--- src/scrs_pkg.sv ---
// Shared types, constants and helpers for the serial command register slave.
package scrs_pkg;

  // Register file geometry
  localparam int NUM_REGS = 16;
  localparam int REG_AW   = (NUM_REGS > 1) ? $clog2(NUM_REGS) : 1;
  localparam int REG_DW   = 16;

  // Opcodes
  localparam logic [7:0] OP_WRITE = 8'h02;
  localparam logic [7:0] OP_READ  = 8'h03;

  // Register numbers with special behavior
  localparam int MODE_REG     = 0;
  localparam int STATUS_REG   = 1;
  localparam int HDR_REG_A    = 8;
  localparam int HDR_REG_B    = 9;
  localparam bit HDR_PRESENT  = (NUM_REGS > HDR_REG_B);
  localparam int RELOAD_BIT   = 2;

  localparam logic [REG_DW-1:0] MODE_RESET_VAL   = 16'h4000;
  localparam logic [REG_DW-1:0] STATUS_RESET_VAL = 16'h000C;

  // Position of the next byte within the frame
  typedef enum logic [2:0] {
    POS_IDLE,
    POS_ADDR,
    POS_DATA_HI,
    POS_DATA_LO,
    POS_DONE
  } frame_pos_t;

  typedef enum logic [1:0] {
    KIND_IGNORE,
    KIND_WRITE,
    KIND_READ
  } frame_kind_t;

  // Which register byte goes out on the reply
  typedef enum logic [1:0] {
    SEL_NONE,
    SEL_HIGH,
    SEL_LOW
  } reply_sel_t;

  typedef struct packed {
    logic [7:0] byte_in;
    logic       frame_start;
  } in_item_t;

  typedef struct packed {
    logic [7:0] byte_out;
    logic       write_done;
    logic       write_refused;
  } out_item_t;

  // Register file access requested by the frame controller for the current word
  typedef struct packed {
    logic              wr_en;
    logic              reload;
    logic [REG_AW-1:0] addr;
    logic [REG_DW-1:0] wr_data;
  } mem_req_t;

  // Per-word result flags that travel with the read
  typedef struct packed {
    reply_sel_t sel;
    logic       done;
    logic       refused;
  } step_info_t;

  function automatic logic [REG_DW-1:0] reg_reset_value(logic [REG_AW-1:0] idx);
    logic [REG_DW-1:0] val;
    val = '0;
    if (int'(idx) == MODE_REG) begin
      val = MODE_RESET_VAL;
    end else if (int'(idx) == STATUS_REG) begin
      val = STATUS_RESET_VAL;
    end
    return val;
  endfunction

  function automatic logic is_read_only(logic [REG_AW-1:0] idx);
    return HDR_PRESENT && (int'(idx) == HDR_REG_A || int'(idx) == HDR_REG_B);
  endfunction

endpackage

--- src/scrs_ram.sv ---
// Generic single-port-write, single-port-read RAM with registered read data.
module scrs_ram #(
  parameter int WIDTH = 16,
  parameter int DEPTH = 16,
  localparam int AW = (DEPTH > 1) ? $clog2(DEPTH) : 1
) (
  input  logic             clk,
  input  logic             wr_en,
  input  logic [AW-1:0]    wr_addr,
  input  logic [WIDTH-1:0] wr_data,
  input  logic             rd_en,
  input  logic [AW-1:0]    rd_addr,
  output logic [WIDTH-1:0] rd_data
);

  logic [WIDTH-1:0] mem [DEPTH];

  // Write port
  always_ff @(posedge clk) begin
    if (wr_en) begin
      mem[wr_addr] <= wr_data;
    end
  end

  // Registered read, holds while rd_en is low
  always_ff @(posedge clk) begin
    if (rd_en) begin
      rd_data <= mem[rd_addr];
    end
  end

endmodule

--- src/scrs_frame_ctrl.sv ---
// Frame decoder: tracks byte position, opcode and target, issues register file accesses.
module scrs_frame_ctrl
  import scrs_pkg::*;
(
  input  logic       clk,
  input  logic       rst_n,
  input  logic       accept,
  input  in_item_t   item,
  output mem_req_t   mem_req,
  output step_info_t step_info
);

  frame_pos_t        pos_r, pos_nxt;
  frame_kind_t       kind_r, kind_nxt;
  logic [REG_AW-1:0] tgt_r, tgt_nxt;
  logic [7:0]        hi_r, hi_nxt;
  logic              addr_ok;
  logic [REG_DW-1:0] wr_word;

  assign addr_ok = item.byte_in < 8'(NUM_REGS);
  assign wr_word = {hi_r, item.byte_in};

  // Next state
  always_comb begin
    pos_nxt = pos_r;
    if (item.frame_start) begin
      pos_nxt = POS_ADDR;
    end else begin
      case (pos_r)
        POS_IDLE:    pos_nxt = POS_IDLE;
        POS_ADDR:    pos_nxt = POS_DATA_HI;
        POS_DATA_HI: pos_nxt = POS_DATA_LO;
        POS_DATA_LO: pos_nxt = POS_DONE;
        POS_DONE:    pos_nxt = POS_DONE;
        default:     pos_nxt = POS_IDLE;
      endcase
    end
  end

  // Frame context updates
  always_comb begin
    kind_nxt = kind_r;
    tgt_nxt  = tgt_r;
    hi_nxt   = hi_r;
    if (item.frame_start) begin
      case (item.byte_in)
        OP_WRITE: kind_nxt = KIND_WRITE;
        OP_READ:  kind_nxt = KIND_READ;
        default:  kind_nxt = KIND_IGNORE;
      endcase
    end else if (pos_r == POS_ADDR) begin
      if (addr_ok) begin
        tgt_nxt = item.byte_in[REG_AW-1:0];
      end else begin
        kind_nxt = KIND_IGNORE;
      end
    end else if (pos_r == POS_DATA_HI && kind_r == KIND_WRITE) begin
      hi_nxt = item.byte_in;
    end
  end

  // Outputs: reply select, write done and refused flags, write and reload requests
  always_comb begin
    mem_req.wr_en     = 1'b0;
    mem_req.reload    = 1'b0;
    mem_req.addr      = tgt_r;
    mem_req.wr_data   = wr_word;
    step_info.sel     = SEL_NONE;
    step_info.done    = 1'b0;
    step_info.refused = 1'b0;
    if (!item.frame_start) begin
      case (pos_r)
        POS_DATA_HI: begin
          if (kind_r == KIND_READ) begin
            step_info.sel = SEL_HIGH;
          end
        end
        POS_DATA_LO: begin
          if (kind_r == KIND_READ) begin
            step_info.sel = SEL_LOW;
          end else if (kind_r == KIND_WRITE) begin
            if (is_read_only(tgt_r)) begin
              step_info.refused = 1'b1;
            end else begin
              step_info.done = 1'b1;
              if (int'(tgt_r) == MODE_REG && wr_word[RELOAD_BIT]) begin
                mem_req.reload = accept;
              end else begin
                mem_req.wr_en = accept;
              end
            end
          end
        end
        default: begin
          step_info.sel = SEL_NONE;
        end
      endcase
    end
  end

  // Frame registers
  always_ff @(posedge clk) begin
    if (!rst_n) begin
      pos_r  <= POS_IDLE;
      kind_r <= KIND_IGNORE;
      tgt_r  <= '0;
      hi_r   <= '0;
    end else if (accept) begin
      pos_r  <= pos_nxt;
      kind_r <= kind_nxt;
      tgt_r  <= tgt_nxt;
      hi_r   <= hi_nxt;
    end
  end

endmodule

--- src/spi_command_register_slave.sv ---
// Top level of the serial command register slave: register file, read stage and output word.
// Takes one received byte per word and returns one reply word per byte. A word can be
// accepted every clock cycle unless the input stalls; its reply passes through the registered
// read of the register file and then the output register. The register file sits in a 16x16
// RAM; per-entry valid bits, cleared by reset and by a mode reload, make an entry that was not
// written since then read as its reset value, so no clearing pass is needed. Input stalls only
// when both the read stage and the output word are full and the output is stalled.
module spi_command_register_slave
  import scrs_pkg::*;
(
  input  logic      clk,
  input  logic      rst_n,
  input  logic      in_valid,
  output logic      in_stall,
  input  in_item_t  in_item,
  output logic      out_valid,
  input  logic      out_stall,
  output out_item_t out_item
);

  typedef struct packed {
    step_info_t        info;
    logic              entry_valid;
    logic [REG_AW-1:0] addr;
  } rd_stage_t;

  logic              in_accept;
  mem_req_t          mem_req;
  step_info_t        step_info;
  logic [REG_DW-1:0] rd_data;
  logic [NUM_REGS-1:0] entry_valid_r, entry_valid_nxt;
  logic              s1_valid_r, s1_valid_nxt;
  rd_stage_t         s1_r;
  logic              s1_move;
  logic              out_valid_r, out_valid_nxt;
  out_item_t         out_r, out_nxt;
  logic [REG_DW-1:0] reg_word;

  // Handshake
  assign s1_move   = s1_valid_r && (!out_valid_r || !out_stall);
  assign in_stall  = s1_valid_r && out_valid_r && out_stall;
  assign in_accept = in_valid && !in_stall;

  scrs_frame_ctrl u_ctrl (
    .clk       (clk),
    .rst_n     (rst_n),
    .accept    (in_accept),
    .item      (in_item),
    .mem_req   (mem_req),
    .step_info (step_info)
  );

  scrs_ram #(
    .WIDTH (REG_DW),
    .DEPTH (NUM_REGS)
  ) u_regfile (
    .clk     (clk),
    .wr_en   (mem_req.wr_en),
    .wr_addr (mem_req.addr),
    .wr_data (mem_req.wr_data),
    .rd_en   (in_accept),
    .rd_addr (mem_req.addr),
    .rd_data (rd_data)
  );

  // Entry valid bits: set on write, all cleared by reload
  always_comb begin
    entry_valid_nxt = entry_valid_r;
    if (mem_req.reload) begin
      entry_valid_nxt = '0;
    end else if (mem_req.wr_en) begin
      entry_valid_nxt[mem_req.addr] = 1'b1;
    end
  end

  // Output word from the read stage
  always_comb begin
    reg_word = s1_r.entry_valid ? rd_data : reg_reset_value(s1_r.addr);
    out_nxt.write_done    = s1_r.info.done;
    out_nxt.write_refused = s1_r.info.refused;
    case (s1_r.info.sel)
      SEL_HIGH: out_nxt.byte_out = reg_word[REG_DW-1:8];
      SEL_LOW:  out_nxt.byte_out = reg_word[7:0];
      default:  out_nxt.byte_out = '0;
    endcase
  end

  assign s1_valid_nxt  = in_accept || (s1_valid_r && !s1_move);
  assign out_valid_nxt = s1_move || (out_valid_r && out_stall);

  // Control registers
  always_ff @(posedge clk) begin
    if (!rst_n) begin
      entry_valid_r <= '0;
      s1_valid_r    <= 1'b0;
      out_valid_r   <= 1'b0;
    end else begin
      entry_valid_r <= entry_valid_nxt;
      s1_valid_r    <= s1_valid_nxt;
      out_valid_r   <= out_valid_nxt;
    end
  end

  // Payload registers
  always_ff @(posedge clk) begin
    if (in_accept) begin
      s1_r.info        <= step_info;
      s1_r.entry_valid <= entry_valid_r[mem_req.addr];
      s1_r.addr        <= mem_req.addr;
    end
    if (s1_move) begin
      out_r <= out_nxt;
    end
  end

  assign out_valid = out_valid_r;
  assign out_item  = out_r;

`ifndef ASSERT_OFF
  // A word never reports both a completed and a refused write
  a_done_xor_refused: assert property (@(posedge clk) disable iff (!rst_n)
    out_valid |-> !(out_item.write_done && out_item.write_refused))
    else $error("write_done and write_refused both set");

  // Input stalls only when the pipeline is full and the output is held
  a_stall_only_full: assert property (@(posedge clk) disable iff (!rst_n)
    in_stall |-> (out_valid && s1_valid_r))
    else $error("input stalled with room in the pipeline");

  // A mode reload leaves every entry at its reset value
  a_reload_clears: assert property (@(posedge clk) disable iff (!rst_n)
    mem_req.reload |=> (entry_valid_r == '0))
    else $error("reload did not clear entry valid bits");

  // A write occurs only for an accepted word and never together with a reload
  a_wr_reload_excl: assert property (@(posedge clk) disable iff (!rst_n)
    mem_req.wr_en |-> (!mem_req.reload && in_accept))
    else $error("register write without accepted word or with reload");
`endif

endmodule
--- config.mk ---
export PLATFORM = sky130hd
export DESIGN_NAME = spi_command_register_slave
export DESIGN_NICKNAME = d
export VERILOG_FILES = /design/src/scrs_pkg.sv /design/src/scrs_ram.sv /design/src/scrs_frame_ctrl.sv /design/src/spi_command_register_slave.sv
export SDC_FILE = /design/constraint.sdc
export NUM_CORES = 1
export LEC_CHECK = 0
export BUFFER_PORTS_ARGS = -buffer_cell sky130_fd_sc_hd__buf_2
export CAP_MARGIN = 10
export CORE_ASPECT_RATIO = 0.8
export CORE_MARGIN = 2
export CORE_UTILIZATION = 29
export CTS_BUF_LIST = sky130_fd_sc_hd__clkbuf_16
export CTS_CLUSTER_SIZE = 12
export DETAILED_ROUTE_END_ITERATION = 12
export GPL_TIMING_DRIVEN = 0
export PLACE_DENSITY = 0.56
export SLEW_MARGIN = 20
export SYNTH_ARGS = -nofsm -noshare
export SYNTH_HDL_FRONTEND = slang
export SYNTH_SLANG_ARGS = --single-unit
--- constraint.sdc ---
create_clock -name clk -period 3 [get_ports clk]
set_input_delay 0.6 -clock clk [delete_from_list [all_inputs] [get_ports clk]]
set_output_delay 0.6 -clock clk [all_outputs]
set_load 0.02 [all_outputs]
==> flow_metrics.py <==
metrics = {
    "status": {
        "status": "finished clean",
    },
    "die": {
        "start_util": 0.296,
        "ios": 25,
        "die_area_um2": 44700,
        "fp.dieH_um": 189,
        "fp-row-count": 67,
        "die_w_um": 236,
        "core-area_um2": 42200,
    },
    "setup_path": {
        "crit_path_end": "u_regfile.rd_data[2]",
        "reg2reg_slack_ps": 290,
        "path_buf_inv": 2,
        "endpoint_kind": "flop",
        "path_delay_family": "buffers and inverters",
        "critPathLaunch": "u_ctrl.tgt_r[1]",
        "critPathLaunchType": "flop",
        "reg2reg_depth": 5,
        "rr_startpoint": "u_ctrl.tgt_r[1]",
        "worstPathCellList": "buf_2, clkbuf_1, mux4_2, a22oi_1, nand2_1",
        "cp_num_cells": 5,
        "cp.required_ps": 3300,
        "path_max_fanout": 10,
        "crit_slowest_cell": "clkbuf_1",
        "reg2reg_to": "u_regfile.rd_data[2]",
        "slowest_delay_ps": 830,
        "cp_data_arrival_time_ps": 3010,
        "critical_path_class": "reg -> reg",
    },
    "sta": {
        "hold_viol_final": 0,
        "fin_ws_ps": 285,
        "rsz0062_at_grt": "no",
        "hold-worst-slack_ps": 330,
        "finalSetupViolCount": 0,
        "period_share": 0.905,
        "fin_worst_skew_ps": 24.8,
        "fmax_mhz": 368,
        "fin_crit_ps": 2710,
        "tightest_slew_ps": 1080,
        "slew_violations": 0,
        "slew_headroom": 0.280,
    },
    "yosys": {
        "ys_ff_latch": 326,
        "synth_ff_type": "edfxtp_1",
        "synth-async-reset-ratio": 0,
        "syn_area_um2": 12500,
        "seq_area_frac_synth": 0.757,
        "yosys.cell_types.count": 43,
        "synth_cells": 635,
        "synth_largest_area_cell": "edfxtp_1",
        "ys_top_cells_by_count": "291 x edfxtp_1, 68 x mux4_2, 40 x nand2_1",
        "synth_top_family_by_area": "multiplexers",
        "syn-mean-instance-area_um2": 19.6,
        "synth.most_common_cell": "edfxtp_1",
        "synth.area.mux_share": 0.128,
        "synth_compound_area_frac": 0.0447,
        "synth_area_leaders": "edfxtp_1 70%, mux4_2 12%, dfxtp_1 5.6%, a22oi_1 2.3%, nand2_1 1.2%",
        "synth_edf_count": 291,
        "yosysWarnings": 0,
        "yosys.area_share.simple": 0.0530,
        "synth_xor_area_frac": 0,
        "yosysTopAreaCellShare": 0.701,
        "synth_adder_area_share": 0.00201,
    },
    "clock_tree": {
        "clkTransAtPathRegs_ps": 70,
        "ctsLongestPathBuffers": 3,
        "numCtsBuffers": 31,
        "post_cts_buffers": 0,
        "hold_buffers": 0,
        "clk_latency_ps": 580,
        "htree_num_levels": 1,
        "cts_num_sinks": 326,
        "root_buffer": "clkbuf_16",
        "tritoncts": "built",
        "cts_resized": 0,
    },
    "placement": {
        "io_buffer_count": 24,
        "pre_cts_ws_ps": 187,
        "dp_hpwl_mm": 19.4,
        "placed_cell_area_um2": 13700,
        "gp_congestion": 0.758,
    },
    "min_path": {
        "hold_path_class": "in -> reg",
    },
    "power_and_ir_drop": {
        "clockPowerShare": 0.403,
        "p_seq_frac": 0.579,
        "switchingPower_uw": 1740,
        "pwr-share-comb": 0.018,
        "internal-power_uw": 6850,
        "power_density_nw_per_um2": 589,
        "p_total_uw": 8590,
        "irDropWorstVdd_mv": 0.457,
        "swShare": 0.203,
        "p_leak_uw": 0.00471,
    },
    "grt": {
        "grt_pass1_vias": 6539,
        "grt_usage": 0.130,
        "grt_max_degree": 27,
        "grt_pass1_wl_mm": 42.9,
        "antenna_found_initial": 0,
        "grt_overflow_total": 0,
    },
    "routing": {
        "dr_total_vias": 6309,
        "drcViolationCount": 0,
        "dr.pass1.iters": 5,
        "drt_iter0_markers": 588,
        "drt-vias-per-instance": 4.76,
        "avgRoutedWirePerCell_um": 21.8,
        "drtAntennaViolNets": 0,
        "wl_mm": 28.9,
    },
    "layout": {
        "nets": 765,
        "diodes": 0,
        "drive_gt1_frac": 0.244,
        "area_growth_pct": 17.1,
        "stdcell_area_um2": 14600,
        "finalCoreUtilization": 0.346,
        "fillCellCount": 3970,
    },
    "job": {
        "cap_violations": 0,
    },
}
## worst min-delay path by stage
stage,from,endpoint,slack (ps),cells past startpoint
after floorplan,out_nxt[0],out_item[0],400,0
after global placement,out_nxt[0],out_item[0],420,0
after detailed placement,out_nxt[1],out_item[1],410,0
after CTS,out_stall,out_valid,300,3
after global routing,out_stall,out_valid,320,3
final,out_stall,out_valid,330,3
## cell families after synthesis
family	after synthesis
and+or+nand+nor	112
AOI/OAI and AO/OA	79
muxes	74
DFF	326
buffers and inverters	41
adders and majority gates	2
other	1
## stage by stage
stage | setup TNS (ps) | instances
finish | 0 | 1326
global route | 0 | 1326
CTS | 0 | 1326
detailed placement | 0 | 1269
global placement | -210540 | 1242
floorplan | -7160 | 666
## layout by cell type (no fill, tap or decap), drive strengths merged, types with 3 or more instances in the layout
cell and count:
a21boi 3, a21oi 6, a22oi 39, and2 3, buf 73, clkbuf 44, clkinv 3, conb 32
dfxtp 35, edfxtp 291, inv 29, mux2i 6, mux4 68, nand2 40, nand2b 7, nand3 16
nor2 14, nor2b 3, nor3 10, nor4 8, o21a 15, o21ai 11
## state kept, by name, indices dropped and copies added (netlist names)
signal             count
entry_valid_r         16
out_item              10
out_nxt                2
out_valid              1
s1_r                   7
s1_valid_r             1
u_ctrl.hi_r            8
u_ctrl.kind_r          2
u_ctrl.pos_r           3
u_ctrl.tgt_r           4
u_regfile.mem        256
u_regfile.rd_data     16
## power groups by stage
stage	combinational, uW	sequential, uW	clock (uW)
after global routing	175	4980	3710
after global placement	156	5070	0
after CTS	160	4970	3540
after floorplan	74.0	5070	0
final	159	4970	3460
after detailed placement	160	5070	0
## worst reg2reg max path: stages, from the launching register on
cell and delay (ps):
dfxtp_1 370, buf_2 260, clkbuf_1 830, mux4_2 450, a22oi_1 380, nand2_1 150
## layout make-up
cell class,instances,area (um2),share of cell area
Multi-Input combinational cell,299,3030,0.208
Clock inverter,26,103,0.00703
Sequential cell,326,9440,0.647
Clock buffer,31,776,0.0531
Inverter,6,22.5,0.00154
Buffer,35,169,0.0116
Timing Repair Buffer,51,367,0.0251
Tap cell,552,691,0.0473
## per-layer routing
metal / up-vias / global-route usage / part of all wire
met5: - / 0 / 0
met4: 0 / 0.0250 / 0.013
met3: 33 / 0.0260 / 0.064
met2: 180 / 0.198 / 0.45
met1: 3296 / 0.193 / 0.48
li1: 2800 / - / -
Note: power is estimated with default switching activity, not from simulation.
